===== config.mk =====
export PLATFORM = sky130hd
export DESIGN_NAME = dual_led_channel_startup_sequencer
export DESIGN_NICKNAME = d
export VERILOG_FILES = /design/src/dlcss_pkg.sv /design/src/dual_led_channel_startup_sequencer.sv /design/src/dlcss_step.sv
export VERILOG_INCLUDE_DIRS = /design/src /design/src/src
export SDC_FILE = /design/constraint.sdc
export NUM_CORES = 1
export LEC_CHECK = 0
export BUFFER_PORTS_ARGS = -buffer_cell sky130_fd_sc_hd__buf_4
export CAP_MARGIN = 0
export CORE_MARGIN = 3
export CORE_UTILIZATION = 55
export DETAILED_ROUTE_END_ITERATION = 12
export HOLD_SLACK_MARGIN = 0.03
export PLACE_DENSITY_LB_ADDON = 0.12
export SKIP_CTS_REPAIR_TIMING = 1
export SLEW_MARGIN = 20
export SYNTH_ARGS = -nofsm -noshare
export SYNTH_HDL_FRONTEND = slang
export SYNTH_SLANG_ARGS = --single-unit

===== constraint.sdc =====
create_clock -name clk -period 7.6 [get_ports clk]
set_input_delay 0.38 -clock clk [delete_from_list [all_inputs] [get_ports clk]]
set_output_delay 0.38 -clock clk [all_outputs]
set_load 0.02 [all_outputs]

===== src/dual_led_channel_startup_sequencer_assert.svh =====
// Assertion macros for the dual LED channel startup sequencer.
// Used by the top level; expect clk and rst_n in the including scope.
`ifndef DUAL_LED_CHANNEL_STARTUP_SEQUENCER_ASSERT_SVH
`define DUAL_LED_CHANNEL_STARTUP_SEQUENCER_ASSERT_SVH
`ifndef SYNTH
// Clocked check, inactive while reset is asserted
`define DLCSS_ASSERT(lbl, prop) \
    lbl: assert property (@(posedge clk) disable iff (!rst_n) prop) \
        else $error("dlcss assertion failed");
// Condition that must never be true at a clock edge
`define DLCSS_ASSERT_NEVER(lbl, expr) `DLCSS_ASSERT(lbl, !(expr))
`else
`define DLCSS_ASSERT(lbl, prop)
`define DLCSS_ASSERT_NEVER(lbl, expr)
`endif
`endif


===== src/dlcss_pkg.sv =====
// Shared types and constants of the dual LED channel startup sequencer.
// No dependencies; used by dlcss_step and the top level.
package dlcss_pkg;

    // Sequencer modes
    typedef enum logic [2:0] {
        MODE_OFF    = 3'd0,
        MODE_SETTLE = 3'd1,
        MODE_BOTH   = 3'd2,
        MODE_CH1    = 3'd3,
        MODE_CH2    = 3'd4
    } mode_t;

    // Steps of one startup path
    typedef enum logic [1:0] {
        STEP_RELAY    = 2'd0,
        STEP_DRIVER   = 2'd1,
        STEP_REGULATE = 2'd2
    } step_t;

    // Protection codes
    typedef enum logic [1:0] {
        PROT_NONE      = 2'd0,
        PROT_ALL_OFF   = 2'd1,
        PROT_CH1_FAULT = 2'd2,
        PROT_CH2_FAULT = 2'd3
    } prot_t;

    // Configuration register indexes
    localparam int unsigned CFG_IDX_W = 2;
    localparam logic [CFG_IDX_W-1:0] CFG_SYSTEM_ENABLED  = 2'd0;
    localparam logic [CFG_IDX_W-1:0] CFG_PFC_SETTLE_MS   = 2'd1;
    localparam logic [CFG_IDX_W-1:0] CFG_DRIVER_DELAY_MS = 2'd2;
    localparam int unsigned CFG_DATA_W = 16;

    localparam logic [15:0] PFC_SETTLE_RESET   = 16'd800;
    localparam logic [15:0] DRIVER_DELAY_RESET = 16'd200;
    localparam logic [15:0] TIMER_MAX          = 16'hFFFF;

    // Configuration registers
    typedef struct packed {
        logic        system_enabled;
        logic [15:0] pfc_settle_ms;
        logic [15:0] driver_delay_ms;
    } cfg_t;

    localparam cfg_t CFG_RESET = '{
        system_enabled:  1'b1,
        pfc_settle_ms:   PFC_SETTLE_RESET,
        driver_delay_ms: DRIVER_DELAY_RESET
    };

    // Input item, last field in the lowest bits
    typedef struct packed {
        logic       fault_two;
        logic       fault_one;
        logic       overtemp_shutdown;
        logic       upgrade_active;
        logic [9:0] elapsed_ms;
        logic [7:0] level_two;
        logic [7:0] level_one;
    } item_t;

    // Result item, last field in the lowest bits
    typedef struct packed {
        logic [1:0] regulate_mask;
        logic [2:0] mode;
        logic       driver2_on;
        logic       driver1_on;
        logic       relay2_on;
        logic       relay1_on;
        logic       pfc_on;
        logic       ch2_off;
        logic       ch1_off;
        logic       all_off;
        logic [1:0] protection_code;
    } result_t;

    localparam int unsigned ITEM_W     = $bits(item_t);
    localparam int unsigned RESULT_W   = $bits(result_t);
    localparam int unsigned IN_TDATA_W  = ((ITEM_W + 7) / 8) * 8;
    localparam int unsigned OUT_TDATA_W = ((RESULT_W + 7) / 8) * 8;

    // Sequencer state carried from item to item
    typedef struct packed {
        mode_t       mode;
        logic        armed;
        logic [15:0] mode_timer;
        step_t       both_step;
        step_t       one_step;
        step_t       two_step;
        logic [15:0] tmr_both;
        logic [15:0] tmr_one;
        logic [15:0] tmr_two;
        logic [1:0]  regulate;
    } seq_state_t;

    localparam seq_state_t STATE_RESET = '{
        mode:       MODE_OFF,
        armed:      1'b1,
        mode_timer: 16'd0,
        both_step:  STEP_RELAY,
        one_step:   STEP_RELAY,
        two_step:   STEP_RELAY,
        tmr_both:   16'd0,
        tmr_one:    16'd0,
        tmr_two:    16'd0,
        regulate:   2'd0
    };

endpackage


===== src/dual_led_channel_startup_sequencer.sv =====
// Dual LED channel startup sequencer: one control tick per item, one result per
// tick. Throughput is one item per clock while the sink does not stall. Items pass
// the input register, then the result register, where the sequencer state is
// updated as they pass. The result register holds a finished item while the sink
// stalls and the input register still takes one more item. Write configuration
// only while idle. Depends on dlcss_pkg, dlcss_step and the assertion header.
`include "dual_led_channel_startup_sequencer_assert.svh"

module dual_led_channel_startup_sequencer
    import dlcss_pkg::*;
(
    input  logic                   clk,
    input  logic                   rst_n,
    // configuration write port
    input  logic                   cfg_en,
    input  logic [CFG_IDX_W-1:0]   cfg_addr,
    input  logic [CFG_DATA_W-1:0]  cfg_data,
    // input items
    input  logic                   s_axis_tvalid,
    output logic                   s_axis_tready,
    // level_one[7:0], level_two[15:8], elapsed_ms[25:16], upgrade_active[26],
    // overtemp_shutdown[27], fault_one[28], fault_two[29], zero[31:30]
    input  logic [IN_TDATA_W-1:0]  s_axis_tdata,
    // result items
    output logic                   m_axis_tvalid,
    input  logic                   m_axis_tready,
    // protection_code[1:0], all_off[2], ch1_off[3], ch2_off[4], pfc_on[5],
    // relay1_on[6], relay2_on[7], driver1_on[8], driver2_on[9], mode[12:10],
    // regulate_mask[14:13], zero[15]
    output logic [OUT_TDATA_W-1:0] m_axis_tdata
);

    cfg_t       cfg_reg;
    seq_state_t state_reg;
    seq_state_t state_next;
    logic       in_valid_reg;
    item_t      in_item_reg;
    logic       out_valid_reg;
    result_t    out_res_reg;
    result_t    res_next;
    logic       advance;

    // Item moves from input register to result register
    assign advance       = in_valid_reg && (!out_valid_reg || m_axis_tready);
    assign s_axis_tready = !in_valid_reg || advance;
    assign m_axis_tvalid = out_valid_reg;
    assign m_axis_tdata  = {{(OUT_TDATA_W - RESULT_W){1'b0}}, out_res_reg};

    // Configuration registers
    always_ff @(posedge clk or negedge rst_n)
    begin
        if (!rst_n)
            cfg_reg <= CFG_RESET;
        else if (cfg_en)
        begin
            unique case (cfg_addr)
                CFG_SYSTEM_ENABLED:  cfg_reg.system_enabled  <= cfg_data[0];
                CFG_PFC_SETTLE_MS:   cfg_reg.pfc_settle_ms   <= cfg_data;
                CFG_DRIVER_DELAY_MS: cfg_reg.driver_delay_ms <= cfg_data;
                default:             cfg_reg <= cfg_reg;
            endcase
        end
    end

    // Input register
    always_ff @(posedge clk or negedge rst_n)
    begin
        if (!rst_n)
            in_valid_reg <= 1'b0;
        else if (s_axis_tready)
            in_valid_reg <= s_axis_tvalid;
    end

    always_ff @(posedge clk)
    begin
        if (s_axis_tvalid && s_axis_tready)
            in_item_reg <= item_t'(s_axis_tdata[ITEM_W-1:0]);
    end

    // Tick evaluation
    dlcss_step u_step (
        .cfg        (cfg_reg),
        .item       (in_item_reg),
        .state_cur  (state_reg),
        .state_next (state_next),
        .res_next   (res_next)
    );

    // Sequencer state and result register
    always_ff @(posedge clk or negedge rst_n)
    begin
        if (!rst_n)
        begin
            state_reg     <= STATE_RESET;
            out_valid_reg <= 1'b0;
        end
        else
        begin
            if (advance)
                state_reg <= state_next;
            if (advance)
                out_valid_reg <= 1'b1;
            else if (m_axis_tready)
                out_valid_reg <= 1'b0;
        end
    end

    always_ff @(posedge clk)
    begin
        if (advance)
            out_res_reg <= res_next;
    end

    // Checks
    `DLCSS_ASSERT(a_advance_fills_output, advance |=> out_valid_reg)
    `DLCSS_ASSERT(a_state_holds_when_idle, !advance |=> $stable(state_reg))
    `DLCSS_ASSERT(a_arm_clears_into_settle, $fell(state_reg.armed) |-> state_reg.mode == MODE_SETTLE)
    `DLCSS_ASSERT_NEVER(a_stall_with_space, in_valid_reg && !out_valid_reg && !advance)

endmodule


===== src/dlcss_step.sv =====
// Per-tick protection check and startup sequencer, pure combinational.
// Depends on dlcss_pkg; instantiated by the top level.
module dlcss_step
    import dlcss_pkg::*;
(
    input  cfg_t       cfg,
    input  item_t      item,
    input  seq_state_t state_cur,
    output seq_state_t state_next,
    output result_t    res_next
);

    // Outcome of one step of a startup path
    typedef struct packed {
        step_t       step;
        logic [15:0] timer;
        logic        relay;
        logic        driver;
        logic        set_mask;
    } path_t;

    function automatic logic [15:0] sat_add(logic [15:0] t, logic [9:0] d);
        logic [16:0] sum;
        begin
            sum = {1'b0, t} + {7'd0, d};
            sat_add = sum[16] ? TIMER_MAX : sum[15:0];
        end
    endfunction

    // Relays, then drivers after the delay, then regulation
    function automatic path_t path_advance(step_t step, logic [15:0] timer,
                                           logic [15:0] delay);
        path_t p;
        begin
            p = '{step: step, timer: timer, relay: 1'b0, driver: 1'b0,
                  set_mask: 1'b0};
            unique case (step)
                STEP_RELAY:
                begin
                    p.relay = 1'b1;
                    p.timer = 16'd0;
                    p.step  = STEP_DRIVER;
                end
                STEP_DRIVER:
                begin
                    if (timer > delay)
                    begin
                        p.driver = 1'b1;
                        p.timer  = 16'd0;
                        p.step   = STEP_REGULATE;
                    end
                end
                STEP_REGULATE:
                begin
                    p.set_mask = 1'b1;
                end
                default:
                begin
                    p.step = step;
                end
            endcase
            path_advance = p;
        end
    endfunction

    logic  on1;
    logic  on2;
    logic  zero1;
    logic  zero2;
    logic  sel_both;
    logic  sel_one;
    logic  sel_two;
    prot_t code;
    path_t path;

    assign on1      = item.level_one > 8'd1;
    assign on2      = item.level_two > 8'd1;
    assign zero1    = item.level_one == 8'd0;
    assign zero2    = item.level_two == 8'd0;
    assign sel_both = on1 && on2;
    assign sel_one  = on1 && zero2;
    assign sel_two  = zero1 && on2;

    // Protection priority: all off, then channel one, then channel two
    always_comb
    begin
        priority if (!cfg.system_enabled || item.upgrade_active ||
                     item.overtemp_shutdown || (zero1 && zero2))
            code = PROT_ALL_OFF;
        else if (item.fault_one)
            code = PROT_CH1_FAULT;
        else if (item.fault_two)
            code = PROT_CH2_FAULT;
        else
            code = PROT_NONE;
    end

    // Timers, sequencer and result for this tick
    always_comb
    begin
        state_next = state_cur;
        res_next   = '0;
        path       = '{step: STEP_RELAY, timer: 16'd0, relay: 1'b0, driver: 1'b0,
                       set_mask: 1'b0};

        // Timers advance on every tick
        state_next.mode_timer = sat_add(state_cur.mode_timer, item.elapsed_ms);
        state_next.tmr_both   = sat_add(state_cur.tmr_both, item.elapsed_ms);
        state_next.tmr_one    = sat_add(state_cur.tmr_one, item.elapsed_ms);
        state_next.tmr_two    = sat_add(state_cur.tmr_two, item.elapsed_ms);

        res_next.protection_code = code;

        if (code == PROT_ALL_OFF)
        begin
            res_next.all_off = 1'b1;
        end
        else
        begin
            res_next.ch1_off = (code == PROT_CH1_FAULT) && on1;
            res_next.ch2_off = (code == PROT_CH2_FAULT) && on2;

            // One-shot power-factor start
            if ((on1 || on2) && state_cur.armed)
            begin
                state_next.mode_timer = 16'd0;
                state_next.mode       = MODE_SETTLE;
                state_next.armed      = 1'b0;
            end

            unique case (state_next.mode)
                MODE_SETTLE:
                begin
                    res_next.pfc_on = 1'b1;
                    if (state_next.mode_timer > cfg.pfc_settle_ms)
                    begin
                        if (sel_both)
                        begin
                            state_next.mode      = MODE_BOTH;
                            state_next.both_step = STEP_RELAY;
                        end
                        if (sel_one)
                        begin
                            state_next.mode     = MODE_CH1;
                            state_next.one_step = STEP_RELAY;
                        end
                        if (sel_two)
                        begin
                            state_next.mode     = MODE_CH2;
                            state_next.two_step = STEP_RELAY;
                        end
                        state_next.mode_timer = 16'd0;
                    end
                end
                MODE_BOTH:
                begin
                    path = path_advance(state_next.both_step, state_next.tmr_both,
                                        cfg.driver_delay_ms);
                    state_next.both_step = path.step;
                    state_next.tmr_both  = path.timer;
                    res_next.relay1_on   = path.relay;
                    res_next.relay2_on   = path.relay;
                    res_next.driver1_on  = path.driver;
                    res_next.driver2_on  = path.driver;
                    if (path.set_mask)
                        state_next.regulate = 2'b11;
                    if (sel_one)
                    begin
                        res_next.ch2_off    = 1'b1;
                        state_next.mode     = MODE_CH1;
                        state_next.one_step = STEP_RELAY;
                    end
                    if (sel_two)
                    begin
                        res_next.ch1_off    = 1'b1;
                        state_next.mode     = MODE_CH2;
                        state_next.two_step = STEP_RELAY;
                    end
                end
                MODE_CH1:
                begin
                    path = path_advance(state_next.one_step, state_next.tmr_one,
                                        cfg.driver_delay_ms);
                    state_next.one_step = path.step;
                    state_next.tmr_one  = path.timer;
                    res_next.relay1_on  = path.relay;
                    res_next.driver1_on = path.driver;
                    if (path.set_mask)
                        state_next.regulate = 2'b01;
                    if (sel_both)
                    begin
                        state_next.mode      = MODE_BOTH;
                        state_next.both_step = STEP_RELAY;
                    end
                    if (sel_two)
                    begin
                        res_next.ch1_off    = 1'b1;
                        state_next.mode     = MODE_CH2;
                        state_next.two_step = STEP_RELAY;
                    end
                end
                MODE_CH2:
                begin
                    path = path_advance(state_next.two_step, state_next.tmr_two,
                                        cfg.driver_delay_ms);
                    state_next.two_step = path.step;
                    state_next.tmr_two  = path.timer;
                    res_next.relay2_on  = path.relay;
                    res_next.driver2_on = path.driver;
                    if (path.set_mask)
                        state_next.regulate = 2'b10;
                    if (sel_both)
                    begin
                        state_next.mode      = MODE_BOTH;
                        state_next.both_step = STEP_RELAY;
                    end
                    if (sel_one)
                    begin
                        res_next.ch2_off    = 1'b1;
                        state_next.mode     = MODE_CH1;
                        state_next.one_step = STEP_RELAY;
                    end
                end
                default:
                begin
                    // off and unused codes do nothing
                    res_next.pfc_on = 1'b0;
                end
            endcase

            res_next.regulate_mask = state_next.regulate;
        end

        res_next.mode = state_next.mode;
    end

endmodule

==> results.ini <==
[clocking]
cts_buffers=17
clk_pin_slew_ps=70
cts_buffer_depth=2
htreeDepth=4
insertion_delay_ps=430
cts-root-buf=clkbuf_16
cts_sinks=156
cts_tree=built

[worst_setup_path]
path_max_fanout=16
path_cells=ha_1 > fa_1 > a21o_1 > a21oi_1 > nor2b_1 > o21ai_1 > a21oi_1 > nand2b_1 > o21ai_0 > and2_1 > ha_1 > nand4_1 > or2_1 > a311o_1 > nand4_1 > nand2_2 > o31ai_1 > buf_4 > o21ai_0 > a22o_1
crit_type=reg2reg
critPathArrivalTime_ps=5880
cp-end-kind=flip-flop
start_kind=flip-flop
critPathSlowestCell=edfxtp_1
cpPeakStageDelay_ps=510
worstPathRequired_ps=7920

[global_route]
grt_pass1_vias=8213
grt_util_met3=0.0452
grt.met2_usage=0.413
grt_max_degree=67
grt.busiest_layer=met2
grt_overflow=0
grt.total_usage=0.250
grt_use_met1=0.337
antenna_found_initial=0
grt_pass1_wl_microns=40500

[logic_synthesis]
ys_ff_latch=156
ys_dominant_reg_cell=dfrtp_1
postSynthCellCount=1085
netlist.area_leader.share=0.249
synth_area_per_cell_sq_um=9.52
seq_area_frac_synth=0.401
syn-num-nets=1248
netlist_area_sq_um=10300
synth-edff-count=45
synthArstFlopShare=0.712
synthDistinctLibCells=85
yosys.area.top_type=dfrtp_1
ys_top_cells_by_area=dfrtp_1, edfxtp_1, ha_1, a21oi_1, mux2_2
synth_warnings=0

[power_and_ir_drop]
clockPowerShare=0.209
p_seq_frac=0.291
power.internal_uw=2540
combinationalPowerShare=0.500
switching_share=0.411
irDropWorstVdd_uv=209
p_leak_uw=0.00515
powerDensity_nw_per_um2=369
power.net_switching_uw=1770

[finish]
syn_to_final_growth_pct=13.0
fillers=1539
final_cell_mix=nand2_1, ha_1, dfrtp_1, nor2_1, a21oi_1
nNetsFinal=1308
final_util=0.641
mostFrequentLayoutCell=nand2_1
largest_reg_flops=76
diodes=0
drive_gt1_frac=0.150

[route]
final_antenna_net_count=0
vias=8378
drt_iter0_markers=571
routedWlPerCell_microns=17.7
viasPerCell=6.04
wl_microns=24600
first_pass_iters=5
drc=0

[status]
outcome=complete, no violations

[floorplanning]
ios=73
dieHeight_microns=143
start_util=0.567
dieArea_sq_um=20500
fp.dieW_microns=143
rows=49
core-area_sq_um=18200

[sta]
relSlewSlack=0.278
clock.fmax_ghz=0.180
maxSlewViolCount=0
setup_tns_ps=0
fin_crit_sh=0.732
worst_pin_slew_ps=1080
rsz0062_at_grt=false
finalSetupViolations=0
hold_violations=0
fin_skew_ps=11.0
fin_crit_ps=5560

[placed_design]
hpwl_microns=18400
port_buffers=69
gp_congestion=0.890

[run]
cap_violations=0

[hold_path]
hold_class=in2reg

==> stage by stage <==
step                      setup slack (ps)  instance area [sq um]  std cells  power (uW)  hold slack [ps]
after floorplan                       3080                  10300       1085        2900             84.4
after global placement                2130                  11000       1354        3340              443
after detailed placement              2120                  11000       1354        3400              442
after CTS                             2080                  11700       1386        4320            -17.4
after global routing                  1660                  11700       1387        4700              102
final                                 2040                  11700       1387        4310              119
==> final timing paths <==
check,endpoint,startpoint,slack (ps),cells past startpoint
min reg2reg,state_reg[58],state_reg[58],490,1
min,in_item_reg[13],s_axis_tdata[13],120,1
max,state_reg[71],in_item_reg[16],2040,20
max reg2reg,state_reg[71],in_item_reg[16],2040,20
max in group asynchronous,state_reg[60],rst_n,5780,3
min in group asynchronous,state_reg[36],rst_n,510,2
==> cell type report <==
| class | count | area [sq um] | area share |
|---|---|---|---|
| inverters | 52 | 195 | 0.0167 |
| multi-input cells | 843 | 5860 | 0.502 |
| repair buffers | 75 | 566 | 0.0485 |
| well taps | 229 | 287 | 0.0245 |
| flip-flops and latches | 156 | 4140 | 0.355 |
| clock buffers | 19 | 454 | 0.0389 |
| clock inverters | 13 | 171 | 0.0147 |
==> worst max-delay path: cells and delay by family, from the launching register on <==
family | cells | cell delay, ps
fa+ha+maj | 3 | 980
buf+inv | 1 | 250
flops | 1 | 510
compound gates | 9 | 2030
simple gates | 7 | 1660
==> power by group through the flow <==
stage,sequential [uW],combinational (uW),clock (uW)
finish,1260,2150,900
global route,1280,2470,948
CTS,1250,2150,917
detailed placement,1270,2130,0
global placement,1260,2080,0
floorplan,1210,1690,0
==> logic make-up (layout without fill, tap and decap cells) <==
family,after synthesis,after routing,synth area share
multiplexers,39,39,0.0423
flip-flops,156,156,0.401
AND/OR/NAND/NOR,352,352,0.164
XOR/XNOR,34,34,0.0288
AO/OA/AOI/OAI,309,309,0.197
other,1,1,0.000363
buffers and inverters,86,159,0.0333
adder cells (fa/ha/maj),108,108,0.134
==> synth_stat cells (23+ instances only) <==
cell,n
a21oi_1,88
clkbuf_1,23
dfrtp_1,103
edfxtp_1,45
ha_1,104
inv_1,50
mux2_2,36
nand2_1,106
nor2_1,97
o21ai_0,36
o21ai_1,32
==> routing by layer <==
metal	routed length, microns	vias to the layer above
met3	1070	36
li1	-	4111
met5	0	-
met4	537	0
met2	11600	184
met1	11400	4047
Note: power is estimated with default switching activity, not from simulation.
